### config.mk
export PLATFORM = sky130hd
export DESIGN_NAME = vbb_fifo
export DESIGN_NICKNAME = d
export VERILOG_FILES = /design/src/rtl/core/vbb_pkg.sv /design/src/rtl/core/vbb_fifo.sv
export VERILOG_INCLUDE_DIRS = /design/src /design/src/rtl/core
export SDC_FILE = /design/constraint.sdc
export NUM_CORES = 1
export LEC_CHECK = 0
export BUFFER_PORTS_ARGS = -buffer_cell sky130_fd_sc_hd__buf_2
export CAP_MARGIN = 20
export CORE_AREA = 2 2 262 264
export CTS_CLUSTER_SIZE = 25
export DETAILED_ROUTE_END_ITERATION = 10
export DIE_AREA = 0 0 264 266
export PLACE_DENSITY = 0.73
export SLEW_MARGIN = 20
export SYNTH_ARGS = -nofsm -noshare
export SYNTH_HDL_FRONTEND = slang
export SYNTH_SLANG_ARGS = --single-unit
export TNS_END_PERCENT = 1
### constraint.sdc
create_clock -name aclk -period 12.9 [get_ports aclk]
set_input_delay 1.29 -clock aclk [delete_from_list [all_inputs] [get_ports aclk]]
set_output_delay 1.29 -clock aclk [all_outputs]
set_load 0.02 [all_outputs]
### src/rtl/core/vertex_stream_bounding_box_unit_defines.svh
// Assertion macros for the vertex stream bounding box unit.
// Used by rtl/core modules; expects aclk and aresetn in the including scope.
`ifndef VERTEX_STREAM_BOUNDING_BOX_UNIT_DEFINES_SVH
`define VERTEX_STREAM_BOUNDING_BOX_UNIT_DEFINES_SVH
`ifndef SYNTHESIS
`define VBB_ASSERT_IMP(label, ante, cons, msg) \
    label: assert property (@(posedge aclk) disable iff (!aresetn) (ante) |-> (cons)) \
        else $error(msg);
`define VBB_ASSERT_NXT(label, ante, cons, msg) \
    label: assert property (@(posedge aclk) disable iff (!aresetn) (ante) |=> (cons)) \
        else $error(msg);
`else
`define VBB_ASSERT_IMP(label, ante, cons, msg)
`define VBB_ASSERT_NXT(label, ante, cons, msg)
`endif
`endif

### src/rtl/core/vbb_pkg.sv
// Shared types and constants of the vertex stream bounding box unit.
// No dependencies.
`timescale 1ns / 1ps
package vbb_pkg;

    localparam int FIELD_W         = 32;
    localparam int COEF_W          = 32;
    localparam int COORD_WIDTH_DEF = 32;
    localparam int FRAC_BITS_DEF   = 16;
    localparam int NUM_AXES        = 3;
    localparam int NUM_TERMS       = 4;
    localparam int NUM_MAT_REGS    = 6;
    localparam int CFG_INDEX_W     = 3;
    localparam int CFG_DATA_W      = 64;
    localparam int QUEUE_DEPTH     = 8;   // power of two
    localparam int CNT_W           = $clog2(QUEUE_DEPTH + 1);
    localparam int PTR_W           = $clog2(QUEUE_DEPTH);

    typedef enum logic [CFG_INDEX_W-1:0] {
        REG_USE_TRANSFORM = 3'd0,
        REG_ROW_X_FIRST   = 3'd1,
        REG_ROW_X_SECOND  = 3'd2,
        REG_ROW_Y_FIRST   = 3'd3,
        REG_ROW_Y_SECOND  = 3'd4,
        REG_ROW_Z_FIRST   = 3'd5,
        REG_ROW_Z_SECOND  = 3'd6
    } cfg_reg_t;

    localparam logic [CFG_DATA_W-1:0] MAT_RESET [NUM_MAT_REGS] = '{
        64'h0000_0001_0000_0000,
        64'h0000_0000_0000_0000,
        64'h0001_0000_0000_0000,
        64'h0000_0000_0000_0000,
        64'h0000_0000_0000_0000,
        64'h0000_0000_0001_0000
    };

    typedef enum logic [1:0] {
        KIND_VERTEX = 2'd0,
        KIND_LAST   = 2'd1,
        KIND_EMPTY  = 2'd2
    } kind_t;

    typedef struct packed {
        logic signed [FIELD_W-1:0] pos_x;
        logic signed [FIELD_W-1:0] pos_y;
        logic signed [FIELD_W-1:0] pos_z;
        logic signed [FIELD_W-1:0] pos_w;
        logic                      last_vertex;
        logic                      empty_set;
    } s_payload_t;

    typedef struct packed {
        logic signed [FIELD_W-1:0] min_x;
        logic signed [FIELD_W-1:0] min_y;
        logic signed [FIELD_W-1:0] min_z;
        logic signed [FIELD_W-1:0] max_x;
        logic signed [FIELD_W-1:0] max_y;
        logic signed [FIELD_W-1:0] max_z;
    } m_payload_t;

    // Classified vertex as it sits in the queue; coords sign-extended
    typedef struct packed {
        kind_t                              kind;
        logic [NUM_AXES-1:0][FIELD_W-1:0]   coord;
    } item_t;

endpackage

### src/rtl/core/vbb_fifo.sv
// Short queue between the front end and the box update.
// Depends on vbb_pkg and the assertion macro header.
`timescale 1ns / 1ps
`include "vertex_stream_bounding_box_unit_defines.svh"
module vbb_fifo (
    input  logic                        aclk,
    input  logic                        aresetn,
    input  logic                        push_valid,
    input  vbb_pkg::item_t              push_item,
    input  logic                        pop,
    output logic                        head_valid,
    output vbb_pkg::item_t              head_item,
    output logic [vbb_pkg::CNT_W-1:0]   count
);

    vbb_pkg::item_t                     slot_reg [vbb_pkg::QUEUE_DEPTH];
    logic [vbb_pkg::PTR_W-1:0]          wr_ptr_reg, rd_ptr_reg;
    logic [vbb_pkg::CNT_W-1:0]          count_reg, count_next;
    logic                               full;

    assign full       = (count_reg == vbb_pkg::CNT_W'(vbb_pkg::QUEUE_DEPTH));
    assign head_valid = (count_reg != '0);
    assign head_item  = slot_reg[rd_ptr_reg];
    assign count      = count_reg;

    always_comb begin
        count_next = count_reg;
        if (push_valid && !pop) begin
            count_next = count_reg + vbb_pkg::CNT_W'(1);
        end else if (!push_valid && pop) begin
            count_next = count_reg - vbb_pkg::CNT_W'(1);
        end
    end

    always_ff @(posedge aclk) begin
        if (!aresetn) begin
            wr_ptr_reg <= '0;
            rd_ptr_reg <= '0;
            count_reg  <= '0;
        end else begin
            if (push_valid) begin
                wr_ptr_reg <= wr_ptr_reg + vbb_pkg::PTR_W'(1);
            end
            if (pop) begin
                rd_ptr_reg <= rd_ptr_reg + vbb_pkg::PTR_W'(1);
            end
            count_reg <= count_next;
        end
    end

    always_ff @(posedge aclk) begin
        if (push_valid) begin
            slot_reg[wr_ptr_reg] <= push_item;
        end
    end

    // front end reserves a slot per accepted item, so it never pushes into a full queue
    `VBB_ASSERT_IMP(a_no_overflow, push_valid, !full, "queue overflow")

endmodule

## After elaboration in Yosys (flattened, before gate mapping)

Memory sizes are Yosys's and may differ from the RTL's. A register that Yosys moved wholly into a read port is not among the register bits.
Cells that the tools add are included.

- Memory bits (writable): 784
- Register bits: 10
- Memories: 1
- Word-level logic and storage cells: 20

Memory list:

| name | words | width | rd ports | clocked after memory_dff | write ports | RTL line | source |
|---|---|---|---|---|---|---|---|
| slot_reg | 8 | 98 | 1 | 1 | 1 | vbb_fifo.sv:16 | `vbb_pkg::item_t slot_reg [vbb_pkg::QUEUE_DEPTH];` |

- Mux-type cells: 6
- Add/sub/neg operators: 4
- Reduce and logical (&&, ||, !) cells: 6

Operators with widths:

| operator | count |
|---|---|
| $mux 4 | 2 |
| $add 3x1->3 const B | 2 |
| $mux 3 | 2 |
| $add 4x1->4 const B | 1 |
| $reduce_bool 4->1 | 1 |
| $sub 4x1->4 const B | 1 |
| $logic_and 1x1->1 | 2 |
| $logic_not 1->1 | 2 |
| $mux 1 | 2 |
| $reduce_bool 2->1 | 1 |

## Longest topological paths before layout

- Depth after elaboration: 4
- Depth in mapped cells: 8
- Gate-level depth less buffers: 8

## Least setup slack after synthesis

OpenSTA, ideal clock, no wires.

- Path kind: input to register
- Start: in push_valid
- End: mem slot_reg[0][0] (netlist name), enable pin
- Data required time: 12.225 ns
- Data arrival time: 8.014 ns
- Stages on the path: 2
- Library setup time: 0.675 ns
- Slack: 4.211 ns
- Path buffers: 0
- Cell sequence: nand2b_1 > nor3_1

- Word-level cells in the longest chain between the ends: 2

RTL lines:

| what | RTL line | source |
|---|---|---|
| start, declared | vbb_fifo.sv:8 | `input logic push_valid,` |
| $mux 1 | vbb_fifo.sv:52 | `if (push_valid) begin` |
| $mux 1 (not written as such) | vbb_fifo.sv:53 | `slot_reg[wr_ptr_reg] <= push_item;` |
| end, declared | vbb_fifo.sv:16 |  |

Every way passes these cells.

==> flow_summary.toml <==
[drt]
drc = 0
ant_nets = 0
vias_per_cell = 5.44
post_drt_wl_per_cell_um = 24.1
drt_iter0_drc = 1113
vias = 13100
dr.pass1.iters = 5
wl_mm = 57.9

[power]
internal_power_mw = 4.48
ir_drop_mv = 0.123
p_leak_nw = 11.1
p_comb_share_pct = 8.6
netSwitchingFraction_pct = 21.6
p_sw_mw = 1.23
cellPowerDensity_nw_per_um2 = 164
p_seq_share_pct = 51.6
clkPwrFrac_pct = 39.9

[setup_path]
start_kind = "flip-flop"
rr_worst_depth = 4
critPathBufInv = 3
crit_path_end_kind = "primary output"
worstSetupPathType = "flip-flop to primary output"
cpLargestDelayFamily = "buffers and inverters"
cp_data_required_time_ns = 11.61
path_cells = "buf_4, buf_12, mux4_1, mux2_2, buf_2"
slowest_stage = "buf_4"
arrival_ns = 3.80
path_max_fanout = 102
reg2reg_from = "wr_ptr_reg[0]$_SDFFE_PN0P_"
cpPeakStageDelay_ns = 0.65
r2r_end = "slot_reg[3][0]$_DFFE_PP_"
r2r_slack_ns = 10.43

[run]
drv_cap = 0

[sta]
whs_ns = 0.486
maxSlewViolCount = 0
timing.fmax_ghz = 0.196
rsz0062_at_grt = "no"
hold_viol_final = 0
min_period_over_period_pct = 39.5
period_needed_ns = 5.09
slew_headroom_pct = 28.9
finalClockSkew_ns = 0.0217
setup_violations = 0
tightest_slew_ns = 1.07
fin_tns_setup_ns = 0

[floorplan]
initial_core_util_pct = 44.5
die_w_um = 264
num_io_pins = 205
rows = 96
die_h_um = 266
dieArea_um2 = 70200
core_um2 = 67700

[placement]
dpl.hpwl_mm = 30.1
gp_congestion = 0.706
io_buffer_count = 204

[hold_path]
whs_endpoint = "count[3]$_SDFFE_PN0P_"
hp-start = "count[3]$_SDFFE_PN0P_"
holdPathStages = 2
hold_path.class = "flip-flop to flip-flop"

[synth]
synth.distinct_cells = 28
synth_warnings = 0
syn_area_um2 = 30100
syn-num-nets = 1309
synth_top_cell_by_area = "edfxtp_1"
synthTopCellsByArea = "edfxtp_1, mux4_2, mux2_2"
synth_seq_area_share_pct = 79.0
avgSynthCellArea_um2 = 25.1
synth_seq_cells = 797
postSynthCellCount = 1201
synth_top_area_share_pct = 78.1

[status]
status = "completed"

[layout]
layout-drive-gt1-share_pct = 41.6
mostFrequentLayoutCell = "edfxtp_1"
layout_common_cells = "edfxtp_1, buf_2, mux4_2"
utilization_pct = 51.4
area_growth_pct = 15.5
nNetsFinal = 1566
fillerInstances = 5210
seqCellArea_um2 = 23800
largest_register_ffs = 784
multi_input_area_um2 = 6010

[clock_network]
clock_path_buffers = 3
cts-root-buf = "clkbuf_16"
post_cts_buffers = 0
clk_pin_slew_worst_paths_ns = 0.06
cts.htree.levels = 3
insertion_delay_ns = 0.63
ctsResizeCount = 0
cts_tree = "yes"
cts.sinks = 797
postCtsHoldBufs = 0
numCtsBuffers = 80

[global_routing]
grt_overflow = 0
antenna_found_initial = 10
grt_pass1_wl_mm = 87.1
grt_pass1_vias = 14000
grt.total_usage_pct = 16.7
grt_max_degree = 103
==> area by class of cell <==
| class | instances | area share (%) |
|---|---|---|
| antenna | 4 | 0.0288 |
| clock buffer | 98 | 6.15 |
| clock inverter | 44 | 1.37 |
| inverter | 2 | 0.0216 |
| multi-input combinational | 345 | 17.3 |
| sequential | 797 | 68.4 |
| tap | 882 | 3.17 |
| timing repair buffer | 232 | 3.57 |
==> synthesized netlist by cell type <==
cell and number:
a211oi_1 1, mux4_1 22, mux2i_1 4, buf_8 2, buf_2 19, mux2_2 98
nor3_1 2, mux4_2 174, inv_1 2, clkbuf_1 16, o21ai_0 1, and2_1 7
nand3_1 1, a21oi_1 1, ha_1 5, nand2_1 6, buf_1 5, edfxtp_1 784
nor2b_1 3, buf_6 15, dfxtp_1 13, fa_1 1, nand2b_1 4, xnor2_1 4
xor2_1 2, or4_1 1, nor2_1 7, a31oi_1 1
==> kinds of logic after synthesis <==
logic type               after synthesis  share of synthesized area (%)
AO/OA/AOI/OAI                          4                         0.0789
XOR/XNOR                               6                          0.174
adder cells (fa/ha/maj)                6                          0.274
buffers and inverters                 59                           1.26
flip-flops                           797                           79.0
multiplexers                         298                           18.7
AND/OR/NAND/NOR                       31                          0.527
==> power groups by stage <==
stage          clock (mW)  combinational (mW)  sequential, mW
3_3_place_gp            0               0.490            3.00
4_1_cts              2.33               0.500            2.95
6_report             2.28               0.489            2.95
2_1_floorplan           0               0.347            3.00
3_5_place_dp            0               0.498            3.00
5_1_grt              2.43               0.527            2.95
==> worst min-delay path: cells and delay by family (launching register included) <==
| kind | cells | cell delay [ns] |
|---|---|---|
| flip-flops | 1 | 0.32 |
| AND/OR/NAND/NOR | 1 | 0.06 |
| multiplexers | 1 | 0.06 |
==> through the flow <==
stage	std cells	area, um2	power [mW]	worst slack, ns
final	2404	34800	5.71	7.81
after global routing	2401	34800	5.91	7.44
after CTS	2400	34800	5.78	7.68
after detailed placement	2258	32200	3.50	8.35
after global placement	2258	32200	3.49	8.35
after floorplan	1201	30100	3.34	4.21
==> per-layer routing <==
layer,GRT usage (%),wire [um],vias to the layer above
met5,0,101,-
met4,5.14,1030,18
met3,3.85,3440,82
met2,27.9,29200,354
met1,21.9,24100,6952
li1,-,-,5681
==> worst max-delay path by stage <==
stage                    start                       end  slack, ns  cells past startpoint
global route         flip-flop             head_item[85]       7.44                      5
CTS                  flip-flop             head_item[85]       7.68                      5
global placement     flip-flop             head_item[85]       8.35                      5
finish               flip-flop             head_item[77]       7.81                      5
detailed placement   flip-flop             head_item[85]       8.35                      5
floorplan           push_valid  slot_reg[0][0]$_DFFE_PP_       4.21                      2
Note: power is estimated with default switching activity, not from simulation.
