===== config.mk =====
export PLATFORM = sky130hd
export DESIGN_NAME = vbb_back
export DESIGN_NICKNAME = d
export VERILOG_FILES = /design/src/rtl/core/vbb_pkg.sv /design/src/rtl/core/vbb_back.sv
export VERILOG_INCLUDE_DIRS = /design/src /design/src/rtl/core
export SDC_FILE = /design/constraint.sdc
export NUM_CORES = 1
export LEC_CHECK = 0
export ABC_AREA = 1
export BUFFER_PORTS_ARGS = -buffer_cell sky130_fd_sc_hd__buf_4
export CELL_PAD_IN_SITES_DETAIL_PLACEMENT = 1
export CELL_PAD_IN_SITES_GLOBAL_PLACEMENT = 1
export CORE_MARGIN = 5
export CORE_UTILIZATION = 44
export CTS_CLUSTER_SIZE = 16
export DETAILED_ROUTE_END_ITERATION = 10
export HOLD_SLACK_MARGIN = 0.15
export MAX_ROUTING_LAYER = met4
export PLACE_DENSITY_LB_ADDON = 0.1
export SETUP_SLACK_MARGIN = 0.05
export SKIP_CTS_REPAIR_TIMING = 1
export SLEW_MARGIN = 0
export SYNTH_ARGS = -nofsm -noshare
export SYNTH_HDL_FRONTEND = slang
export SYNTH_SLANG_ARGS = --single-unit

===== constraint.sdc =====
create_clock -name aclk -period 17 [get_ports aclk]
set_input_delay 3.4 -clock aclk [delete_from_list [all_inputs] [get_ports aclk]]
set_output_delay 3.4 -clock aclk [all_outputs]
set_load 0.02 [all_outputs]

===== src/rtl/core/vertex_stream_bounding_box_unit_defines.svh =====
// Assertion macros for the vertex stream bounding box unit.
// Used by rtl/core modules; expects aclk and aresetn in the including scope.
`ifndef VERTEX_STREAM_BOUNDING_BOX_UNIT_DEFINES_SVH
`define VERTEX_STREAM_BOUNDING_BOX_UNIT_DEFINES_SVH
`ifndef SYNTHESIS
`define VBB_ASSERT_IMP(label, ante, cons, msg) \
    label: assert property (@(posedge aclk) disable iff (!aresetn) (ante) |-> (cons)) \
        else $error(msg);
`define VBB_ASSERT_NXT(label, ante, cons, msg) \
    label: assert property (@(posedge aclk) disable iff (!aresetn) (ante) |=> (cons)) \
        else $error(msg);
`else
`define VBB_ASSERT_IMP(label, ante, cons, msg)
`define VBB_ASSERT_NXT(label, ante, cons, msg)
`endif
`endif


===== src/rtl/core/vbb_pkg.sv =====
// Shared types and constants of the vertex stream bounding box unit.
// No dependencies.
`timescale 1ns / 1ps
package vbb_pkg;

    localparam int FIELD_W         = 32;
    localparam int COEF_W          = 32;
    localparam int COORD_WIDTH_DEF = 32;
    localparam int FRAC_BITS_DEF   = 16;
    localparam int NUM_AXES        = 3;
    localparam int NUM_TERMS       = 4;
    localparam int NUM_MAT_REGS    = 6;
    localparam int CFG_INDEX_W     = 3;
    localparam int CFG_DATA_W      = 64;
    localparam int QUEUE_DEPTH     = 8;   // power of two
    localparam int CNT_W           = $clog2(QUEUE_DEPTH + 1);
    localparam int PTR_W           = $clog2(QUEUE_DEPTH);

    typedef enum logic [CFG_INDEX_W-1:0] {
        REG_USE_TRANSFORM = 3'd0,
        REG_ROW_X_FIRST   = 3'd1,
        REG_ROW_X_SECOND  = 3'd2,
        REG_ROW_Y_FIRST   = 3'd3,
        REG_ROW_Y_SECOND  = 3'd4,
        REG_ROW_Z_FIRST   = 3'd5,
        REG_ROW_Z_SECOND  = 3'd6
    } cfg_reg_t;

    localparam logic [CFG_DATA_W-1:0] MAT_RESET [NUM_MAT_REGS] = '{
        64'h0000_0001_0000_0000,
        64'h0000_0000_0000_0000,
        64'h0001_0000_0000_0000,
        64'h0000_0000_0000_0000,
        64'h0000_0000_0000_0000,
        64'h0000_0000_0001_0000
    };

    typedef enum logic [1:0] {
        KIND_VERTEX = 2'd0,
        KIND_LAST   = 2'd1,
        KIND_EMPTY  = 2'd2
    } kind_t;

    typedef struct packed {
        logic signed [FIELD_W-1:0] pos_x;
        logic signed [FIELD_W-1:0] pos_y;
        logic signed [FIELD_W-1:0] pos_z;
        logic signed [FIELD_W-1:0] pos_w;
        logic                      last_vertex;
        logic                      empty_set;
    } s_payload_t;

    typedef struct packed {
        logic signed [FIELD_W-1:0] min_x;
        logic signed [FIELD_W-1:0] min_y;
        logic signed [FIELD_W-1:0] min_z;
        logic signed [FIELD_W-1:0] max_x;
        logic signed [FIELD_W-1:0] max_y;
        logic signed [FIELD_W-1:0] max_z;
    } m_payload_t;

    // Classified vertex as it sits in the queue; coords sign-extended
    typedef struct packed {
        kind_t                              kind;
        logic [NUM_AXES-1:0][FIELD_W-1:0]   coord;
    } item_t;

endpackage


===== src/rtl/core/vbb_back.sv =====
// Back end: running per-axis min/max and the result output register.
// Depends on vbb_pkg and the assertion macro header.
`timescale 1ns / 1ps
`include "vertex_stream_bounding_box_unit_defines.svh"
module vbb_back #(
    parameter int COORD_WIDTH = vbb_pkg::COORD_WIDTH_DEF
) (
    input  logic                    aclk,
    input  logic                    aresetn,
    input  logic                    head_valid,
    input  vbb_pkg::item_t          head_item,
    output logic                    pop,
    output logic                    m_valid,
    input  logic                    m_ready,
    output vbb_pkg::m_payload_t     m_data
);

    localparam int NA = vbb_pkg::NUM_AXES;
    localparam logic signed [COORD_WIDTH-1:0] BOX_HI = {1'b0, {(COORD_WIDTH - 1){1'b1}}};
    localparam logic signed [COORD_WIDTH-1:0] BOX_LO = ~BOX_HI;

    logic signed [COORD_WIDTH-1:0]  min_reg [NA];
    logic signed [COORD_WIDTH-1:0]  max_reg [NA];
    logic signed [COORD_WIDTH-1:0]  q      [NA];
    logic signed [COORD_WIDTH-1:0]  min_new [NA];
    logic signed [COORD_WIDTH-1:0]  max_new [NA];
    logic                           m_valid_reg, m_valid_next;
    vbb_pkg::m_payload_t            m_data_reg;
    logic                           has_result, out_free, emit;

    always_comb begin
        for (int a = 0; a < NA; a++) begin
            q[a]       = COORD_WIDTH'(head_item.coord[a]);
            min_new[a] = (q[a] < min_reg[a]) ? q[a] : min_reg[a];
            max_new[a] = (q[a] > max_reg[a]) ? q[a] : max_reg[a];
        end
    end

    assign has_result = (head_item.kind != vbb_pkg::KIND_VERTEX);
    assign out_free   = !m_valid_reg || m_ready;
    assign pop        = head_valid && (!has_result || out_free);
    assign emit       = pop && has_result;

    always_comb begin
        m_valid_next = m_valid_reg;
        if (emit) begin
            m_valid_next = 1'b1;
        end else if (m_ready) begin
            m_valid_next = 1'b0;
        end
    end

    always_ff @(posedge aclk) begin
        if (!aresetn) begin
            m_valid_reg <= 1'b0;
            for (int a = 0; a < NA; a++) begin
                min_reg[a] <= BOX_HI;
                max_reg[a] <= BOX_LO;
            end
        end else begin
            m_valid_reg <= m_valid_next;
            if (pop) begin
                case (head_item.kind)
                    vbb_pkg::KIND_VERTEX: begin
                        for (int a = 0; a < NA; a++) begin
                            min_reg[a] <= min_new[a];
                            max_reg[a] <= max_new[a];
                        end
                    end
                    vbb_pkg::KIND_LAST, vbb_pkg::KIND_EMPTY: begin
                        for (int a = 0; a < NA; a++) begin
                            min_reg[a] <= BOX_HI;
                            max_reg[a] <= BOX_LO;
                        end
                    end
                    default: ;
                endcase
            end
        end
    end

    always_ff @(posedge aclk) begin
        if (emit) begin
            if (head_item.kind == vbb_pkg::KIND_LAST) begin
                m_data_reg.min_x <= vbb_pkg::FIELD_W'(min_new[0]);
                m_data_reg.min_y <= vbb_pkg::FIELD_W'(min_new[1]);
                m_data_reg.min_z <= vbb_pkg::FIELD_W'(min_new[2]);
                m_data_reg.max_x <= vbb_pkg::FIELD_W'(max_new[0]);
                m_data_reg.max_y <= vbb_pkg::FIELD_W'(max_new[1]);
                m_data_reg.max_z <= vbb_pkg::FIELD_W'(max_new[2]);
            end else begin
                m_data_reg <= '0;
            end
        end
    end

    assign m_valid = m_valid_reg;
    assign m_data  = m_data_reg;

    `VBB_ASSERT_NXT(a_result_loaded, emit, m_valid_reg, "result lost on output")
    `VBB_ASSERT_NXT(a_box_cleared, emit, (min_reg[0] == BOX_HI) && (max_reg[2] == BOX_LO), "box not cleared after result")
    `VBB_ASSERT_IMP(a_pop_needs_slot, emit, out_free, "result popped while output held")

endmodule


After elaboration in Yosys (flattened, before gate mapping)
Memories as Yosys holds them, arrays and structs flattened.
Cells that the tools add are included.
{ "word_totals": {"ramBits": 192, "rom_bits": 0, "wordCells": 68, "mem_count": 2, "out_inout_bits": 194, "latch_bits": 0, "ff_bits": 193} }
{ "memory_table": {"columns": ["name", "depth", "word_bits", "read_ports", "rd_clocked_by_memory_dff", "write_ports", "line_no", "text"], "rows": [
  ["max_reg", 3, 32, 3, 0, 3, "vbb_back.sv:23", "logic signed [COORD_WIDTH-1:0] max_reg [NA];"],
  ["min_reg", 3, 32, 3, 0, 3, "vbb_back.sv:22", "logic signed [COORD_WIDTH-1:0] min_reg [NA];"]
]} }
{ "op_classes": {"n_reduce_logical": 10, "n_mux": 29, "n_div": 0, "shifts": 0, "n_eq_ne": 2, "bitwise": 12, "magnitude_cmp": 6, "mul": 0, "n_addsub": 0} }
{ "ops": {"columns": ["op", "count"], "rows": [
  ["$mux 32", 18],
  ["$gt 32x32->1", 3],
  ["$lt 32x32->1", 3],
  ["$or 1x1->1", 12],
  ["$mux 1", 11],
  ["$reduce_bool 2->1", 2],
  ["$eq 2x1->1 const B", 1],
  ["$eq 2x2->1 const B", 1],
  ["$logic_and 1x1->1", 2],
  ["$logic_not 1->1", 2],
  ["$logic_not 2->1", 1],
  ["$logic_or 1x1->1", 2],
  ["$reduce_or 2->1", 1]
]} }

Longest topological paths before layout
Gate-level depths: netlist of run 1.
{ "depth": {"depth_word": 9, "depth_mapped": 19} }

Worst setup path before layout of run 1
No wires, ideal clock.
{ "synth_timing": {"kind": "in2reg", "start": "in head_item[97] (netlist name)", "end": "mem max_reg[0][0] (netlist name) (enable)", "t_required_ns": 16.207, "slack_ns": 3.466, "t_arrival_ns": 12.741, "n_path_buf": 0, "path_stages": 4, "cell_sequence": "inv_1 -> ha_1 -> inv_1 -> o211ai_1"} }
{ "synth_rtl": {"columns": ["element", "line_no", "text"], "rows": [
  ["from (decl)", "vbb_back.sv:11", "input vbb_pkg::item_t head_item,"],
  ["to (decl)", "vbb_back.sv:23", null]
]} }

Worst setup path after layout of run 1
{ "layout_timing": {"start": "in head_item[97] (netlist name)", "end": "out pop"} }
{ "layout_between": {"elab_chain_len": 4} }
{ "layout_rtl": {"columns": ["element", "line_no", "text"], "rows": [
  ["$reduce_bool 2->1", "vbb_back.sv:39", "assign has_result = (head_item.kind != vbb_pkg::KIND_VERTEX);"],
  ["$logic_not 1->1", "vbb_back.sv:41", "assign pop = head_valid && (!has_result || out_free);"],
  ["$logic_or 1x1->1", "vbb_back.sv:41", null],
  ["$logic_and 1x1->1", "vbb_back.sv:41", null],
  ["to (decl)", "vbb_back.sv:12", "output logic pop,"]
]} }
No other way between the ends.

==> impl_results.md, run 1 <==
- Part of the power in the clock network: roughly 37%
- Post-placement cell count: 3219
- Worst-case clock buffer depth: 3
- Max Cap Violations: 0
- Final ANT Viol Nets: 0
- Hold Vio Cnt, Final: 0
- Static Leak: 12.4 nW
- Post-Synthesis Cell Area: ~21000 um2
- Largest vdd supply drop: approximately 94 uV
- First-pass GRT wire length: ~100000 um
- Most frequent standard cell in the layout excluding fill and tap cells: nand2_1
- Area growth from synthesis to layout: 19.3%
- Number of flip-flops under the largest register name: about 190
- Average wire length per cell after detail routing: slightly above 20 um
- Chip height: 231 um
- Crit path max-delay cell type: ha_1
- Total Wirelength: approximately 67000 um
- Max-slew violations: 0
- Clock Sink Count: just under 400
- Internal Dissipation: between 1.5 and 2 mW
- Clock-pin slew reported for the worst setup and hold paths after clock tree synthesis: ~60 ps
- Maximum clock frequency: 0.133 GHz
- Clock buffer count from CTS: 45
- Fin cells: about 3300
- Worst skew pair latency: around 570 ps
- Global placer's final weighted congestion: slightly below 0.9
- Number of cells produced by synthesis: around 2400
- I/O pin cnt: between 200 and 300
- Net count of the mapped netlist: 2678
- Vias in the first global route: 18847
- Clock period minus worst slack: around 7500 ps
- Clk Tree Root Cell: clkbuf_16
- Initial antenna violation count: 4
- Maximum fanout along the worst path: 3
- Clock tree from TritonCTS: done
- Endpoint type of the worst setup path: primary output
- Startpoint Class: input port
- CP Cell Sequence: buf_4, inv_1, ha_1, nand2_1, nand2_1, buf_4
- Via Count: ~18000
- Final setup viols: 0
- Total negative slack: 0 ps
- Iteration count of the initial detailed-routing pass: 5
- Share of post-route cells with drive strength above 1: about 15%
- Gr ovfl total: 0
- Area of the core region: 48600 um2
- CTS HTree Levels: 2
- Final setup skew: approximately 14 ps
- Initial core utilization: between 40% and 50%
- Slew HR: between 20 and 30%
- Final Power: 2.53 mW
- Result of the run: finished clean
- CP max stage delay: roughly 240 ps
- Number of DRC markers in iteration 0: between 900 and 1000
- Slew @ Worst Pin: 1080 ps
- Port bufs: around 300
- Part of the cycle the worst path needs: between 40% and 50%
- Net switching share of the total power: 29.0%
- Power density relative to cell area: slightly below 100 nW/um2
- Average vias per placed instance: approximately 5.3
- Share of total power in combinational logic: a little under a fifth
- Yosys synthesis warning count: 0
- Net switching power of the design: ~0.73 mW
- Average size of a mapped cell: around 9 um2
- Relative contribution of sequential cells to total power: 44.7%
- Total of flip-flops plus latches after synthesis: between 300 and 400
- Total GRT Usage: 25.4%
- Start-to-end type of the worst setup path: in2out
- Most frequent cells in the layout: 668 x nand2_1, 384 x edfxtp_1, 332 x inv_1
- Horizontal die dimension: ~230 um
- DRC: 0
- Largest net degree at the start of global routing: ~120
- Number of placement rows: between 80 and 90
- Nets@finish: 2937
- Sequential cell area fraction in the yosys report: between 50% and 60%
- Type of the most critical hold path: reg2reg
- Worst path required time: 13600 ps
- Total Die Area: approximately 53000 um2
- Critical Path AT: 4130 ps
- Post-DP HPWL: 44800 um
- Unrepaired setup endpoints after global routing: no
- Distinct cell type count after synthesis: 30
[cell families after synthesis]
family,share of synthesized area [%]
AOI/OAI and AO/OA,3.24
adders and majority gates,11.1
buffers and inverters,7.95
DFF,53.8
and+or+nand+nor,23.9
[power groups by stage]
stage          Combinational (mW)  Clock (mW)  Sequential (mW)
3_3_place_gp                0.446           0             1.15
5_1_grt                     0.511       0.996             1.13
2_1_floorplan               0.238           0             1.20
4_1_cts                     0.464       0.955             1.13
3_5_place_dp                0.460           0             1.15
6_report                    0.461       0.939             1.13
[worst max-delay path: cells and delay by family]
family        cells  cell delay, ps
simple gates      2             180
fa+ha+maj         1             240
buf+inv           3             300
[synthesized netlist by cell type, drive strengths merged]
library cell / number / area [um2]
clkbuf: 80 / 300
inv: 337 / 1260
edfxtp: 384 / 11500
clkinv: 2 / 7.51
o21bai: 1 / 7.51
o211ai: 2 / 15.0
nand3: 112 / 593
dfxtp: 1 / 20.0
nand3b: 1 / 7.51
o21a: 10 / 75.1
a21oi: 94 / 474
ha: 191 / 2390
buf: 24 / 135
nor4: 3 / 46.3
o21ai: 25 / 125
nand2: 671 / 2520
nor3: 7 / 40.0
nand4: 107 / 676
nor2: 333 / 1250
[area by class of cell]
cell class / instances / area, um2
inverter: 339 / 1280
sequential: 385 / 11600
clock inverter: 17 / 139
multi-input combinational: 1557 / 8250
clock buffer: 63 / 1260
antenna: 4 / 10.0
fill: 5655 / 23000
timing repair buffer: 316 / 2370
tap: 622 / 778
[layer usage]
layer	wire length, um	share of wire (%)	vias to the layer above	global-route usage [%]
met1	28800	43	8684	32.0
met5	0	0	-	-
li1	-	-	8376	-
met2	32600	49	423	42.2
met4	1670	2.5	0	7.67
met3	3660	5.5	102	4.49
[final timing paths]
check / from / to / slack, ps / cells past startpoint
min: m_valid$_SDFFE_PN0P_ / m_valid$_SDFFE_PN0P_ / 630 / 4
max reg2reg: max_reg[0][9]$_SDFFCE_PP0P_ / m_data[64]$_SDFFCE_PP0P_ / 13050 / 12
max: head_item[97] / pop / 9470 / 6
min reg2reg: m_valid$_SDFFE_PN0P_ / m_valid$_SDFFE_PN0P_ / 630 / 4
[per-stage QoR]
stage / worst slack (ps) / utilization [%] / hold WS [ps] / area [um2]
2_1_floorplan: 3470 / - / 593 / 21500
3_3_place_gp: 9510 / 49.8 / 584 / 24200
3_5_place_dp: 9460 / 49.8 / 606 / 24200
4_1_cts: 9460 / 52.7 / 632 / 25600
5_1_grt: 9370 / 52.7 / 680 / 25600
6_report: 9470 / 52.7 / 627 / 25600
Note: power is estimated with default switching activity, not from simulation.
==> run 2, diff against run 1 <==
- ABC_AREA: 1 -> 0
- CORE_UTILIZATION: 44 -> 42
- clock period: 17 -> 6.7 ns (I/O delays scaled with it)
==> impl_results.md, run 2 <==
- Result of the run: finished clean
- Post-synthesis mux area share: about 14%
- Worst setup path start: head_item[11]
- DRC: 0
- Area fraction in and, or, nand and nor cells after synthesis: 13.9%
- Critical path's top delay family: compound AO/OA/AOI/OAI gates
- First-pass GRT wire length: 101000 um
- Biggest area contributors in the synthesized netlist: edfxtp_1 49%, mux2i_1 14%, ha_1 10%
- Most frequent standard cell in the layout excluding fill and tap cells: nand2_1
- Average size of a mapped cell: ~11 um2
- Port bufs: a little under 300
- Met2 wire len: approximately 32000 um
- Wl on met1: 28800 um
- Global placer's final weighted congestion: between 0.8 and 0.9
- Top cells by instance count after synthesis: 488 x nand2_1, 384 x edfxtp_1, 323 x mux2i_1, 198 x inv_1, 191 x ha_1
- Clock buffer count from CTS: 45
- Average vias per placed instance: around 5.3
- Worst skew pair latency: 580 ps
- Fraction of synthesized cell area in xor and xnor cells: 0%
- Crit path top cell by count: nand3_1
- Power density relative to cell area: around 230 nW/um2
- Critical path buffer and inverter count: 2
- Horizontal die dimension: 246 um
- Nets@finish: 2759
- Async set-or-reset flop fraction in the synthesized netlist: 0%
- Maximum clock frequency: 0.246 GHz
- Final setup viols: 0
- Chip height: between 200 and 250 um
- Number of cells produced by synthesis: 2218
- Net count of the mapped netlist: 2511
- Initial core utilization: a little over two fifths
- Clock period minus worst slack: 4070 ps
- CTS HTree Levels: 2
- Flop2flop setup slack: approximately 3100 ps
- Area share of the largest cell type after synthesis: a little under 50%
- Multi-input gate area in the final layout: between 10000 and 15000 um2
- Fill cells: between 6000 and 7000
- Iteration count of the initial detailed-routing pass: 5
- Part of the cycle the worst path needs: about three fifths
- Unrepaired setup endpoints after global routing: no
- Total Die Area: between 60000 and 70000 um2
- CP max stage delay: 680 ps
- Gr ovfl total: 0
- Clock tree from TritonCTS: done
- Total of flip-flops plus latches after synthesis: slightly below 400
- Number of placement rows: 86
- Distinct cell type count after synthesis: between 50 and 60
- Endpoint type of the worst setup path: flip-flop
- Crit path max-delay cell type: nand3_1
- Worst path required time: around 7000 ps
- Worst-case clock buffer depth: 3
- Sequential cell area fraction in the yosys report: roughly half
- Final Power: approximately 6.4 mW
- Highest routed metal layer: met4
- Share of post-route cells with drive strength above 1: 15.6%
- Post-Synthesis Cell Area: about 23000 um2
- Critical Path AT: 4340 ps
- Largest vdd supply drop: 202 uV
- Most numerous cell in the Yosys netlist: nand2_1
- Number of DRC markers in iteration 0: 863
- Vias in the first global route: 18192
- Clk Tree Root Cell: clkbuf_16
- Final setup skew: 26.1 ps
- Max-slew violations: 0
- Largest net degree at the start of global routing: between 200 and 250
- CP Cell Sequence: buf_4, ha_1, a21oi_1, o21ai_0, a221oi_1, a211o_1, nand3_1, buf_4, nand3_1, nand3_1
- Via Count: between 15000 and 20000
- Top_reg_cell synth: edfxtp_1
- Area of all placed cells without fillers: around 27000 um2
- Total negative slack: 0 ps
- Share of synthesized cell area in full adder, half adder and majority cells: 10.3%
- Area of the core region: between 50000 and 60000 um2
- Clock-pin slew reported for the worst setup and hold paths after clock tree synthesis: 60 ps
- Start-to-end type of the worst setup path: in2reg
- Area growth from synthesis to layout: 17.8%
- Maximum fanout along the worst path: 17
- Total GRT Usage: 21.5%
- Post-DP HPWL: 44000 um
- Initial antenna violation count: 5
- Clock Sink Count: approximately 390
- Hold Startpoint: min_reg[0][25]$_SDFFCE_PP1P_
- Total Wirelength: 64700 um
- Startpoint Class: input port
- Core Util, Final: 49.8%
- Hold Vio Cnt, Final: 0
- Post-Place Setup Slack: between 2000 and 2500 ps
- Main combinational cell family by area after synthesis: multiplexers
- Final ANT Viol Nets: 0
- Yosys synthesis warning count: 0
- Average wire length per cell after detail routing: 19.9 um
- Compound-cell area share of the yosys netlist: around 6.0%
- Yosys top cell by area: edfxtp_1
- Area used by sequential logic in the layout: ~12000 um2
- Number of enable flip-flop cells after synthesis: around 380
- Number of flip-flops under the largest register name: 192
- Static Leak: between 10 and 15 nW
- Type of the most critical hold path: reg2reg
- Critical R2R Launch: min_reg[0][11]$_SDFFCE_PP1P_
- Met3 routed wirelength: about 2800 um
- I/O pin cnt: roughly 300
- Slew @ Worst Pin: roughly 1100 ps
- DP Area: about 26000 um2
- Final critical-path setup slack: ~2600 ps
- Most frequent cells in the layout: 488 x nand2_1, 384 x edfxtp_1, 321 x mux2i_1
- Max Cap Violations: 0
- Slew HR: between 20% and 30%
[run 2: cell count changes after synthesis, moves of 10 or more]
cell      change
o21a_1       -10
mux2i_1     +323
inv_1       -135
nor2_1      -186
a21o_1       +24
nand3_1      -32
a21boi_0     +17
nand2_1     -181
a21boi_1     +18
buf_6        +14
nand4_1      -76
a21oi_1      -28
o21ai_0      +38
[run 2: final cells by class]
type	count	area share [%]
diodes	5	0.0456
clock buffers	60	4.46
clock inverters	23	0.579
inverters	198	2.71
multi-input cells	1517	37.8
flip-flops and latches	385	42.1
well taps	748	3.41
repair buffers	319	8.95
[run 2: path summary, 6_finish.rpt]
path,to,depth (start not counted)
hold / removal,min_reg[0][25]$_SDFFCE_PP1P_,2
setup / recovery,min_reg[0][6]$_SDFFCE_PP1P_,10
setup reg to reg,min_reg[0][6]$_SDFFCE_PP1P_,10
hold reg to reg,min_reg[0][25]$_SDFFCE_PP1P_,2
[run 2: per-layer routing]
layer / up-vias / track usage, %
met1: 8596 / 27.5
met3: 78 / 3.20
met2: 295 / 36.0
li1: 8285 / -
met5: - / -
met4: 0 / 5.84
[run 2: through the flow]
step	cells	hold WS [ps]
after floorplan	2218	562
after CTS	3250	607
after global placement	3167	571
final	3255	605
after global routing	3255	645
after detailed placement	3167	593
[run 2: tightest hold or removal path, delay by kind of cell, from the launching register on]
| family | cells | cell delay [ps] |
|---|---|---|
| flops | 1 | 340 |
| simple gates | 2 | 160 |
[run 2: power by group]
group	total (mW)	switching [mW]	internal (mW)
Clock	2.37	1.01	1.36
Combinational	1.11	0.690	0.424
Sequential	2.89	0.0717	2.82
Total	6.38	1.78	4.60
[run 2: logic make-up after synthesis]
logic type               after synthesis
AND/OR/NAND/NOR                      779
flip-flops                           385
multiplexers                         323
buffers and inverters                316
AO/OA/AOI/OAI                        224
adder cells (fa/ha/maj)              191
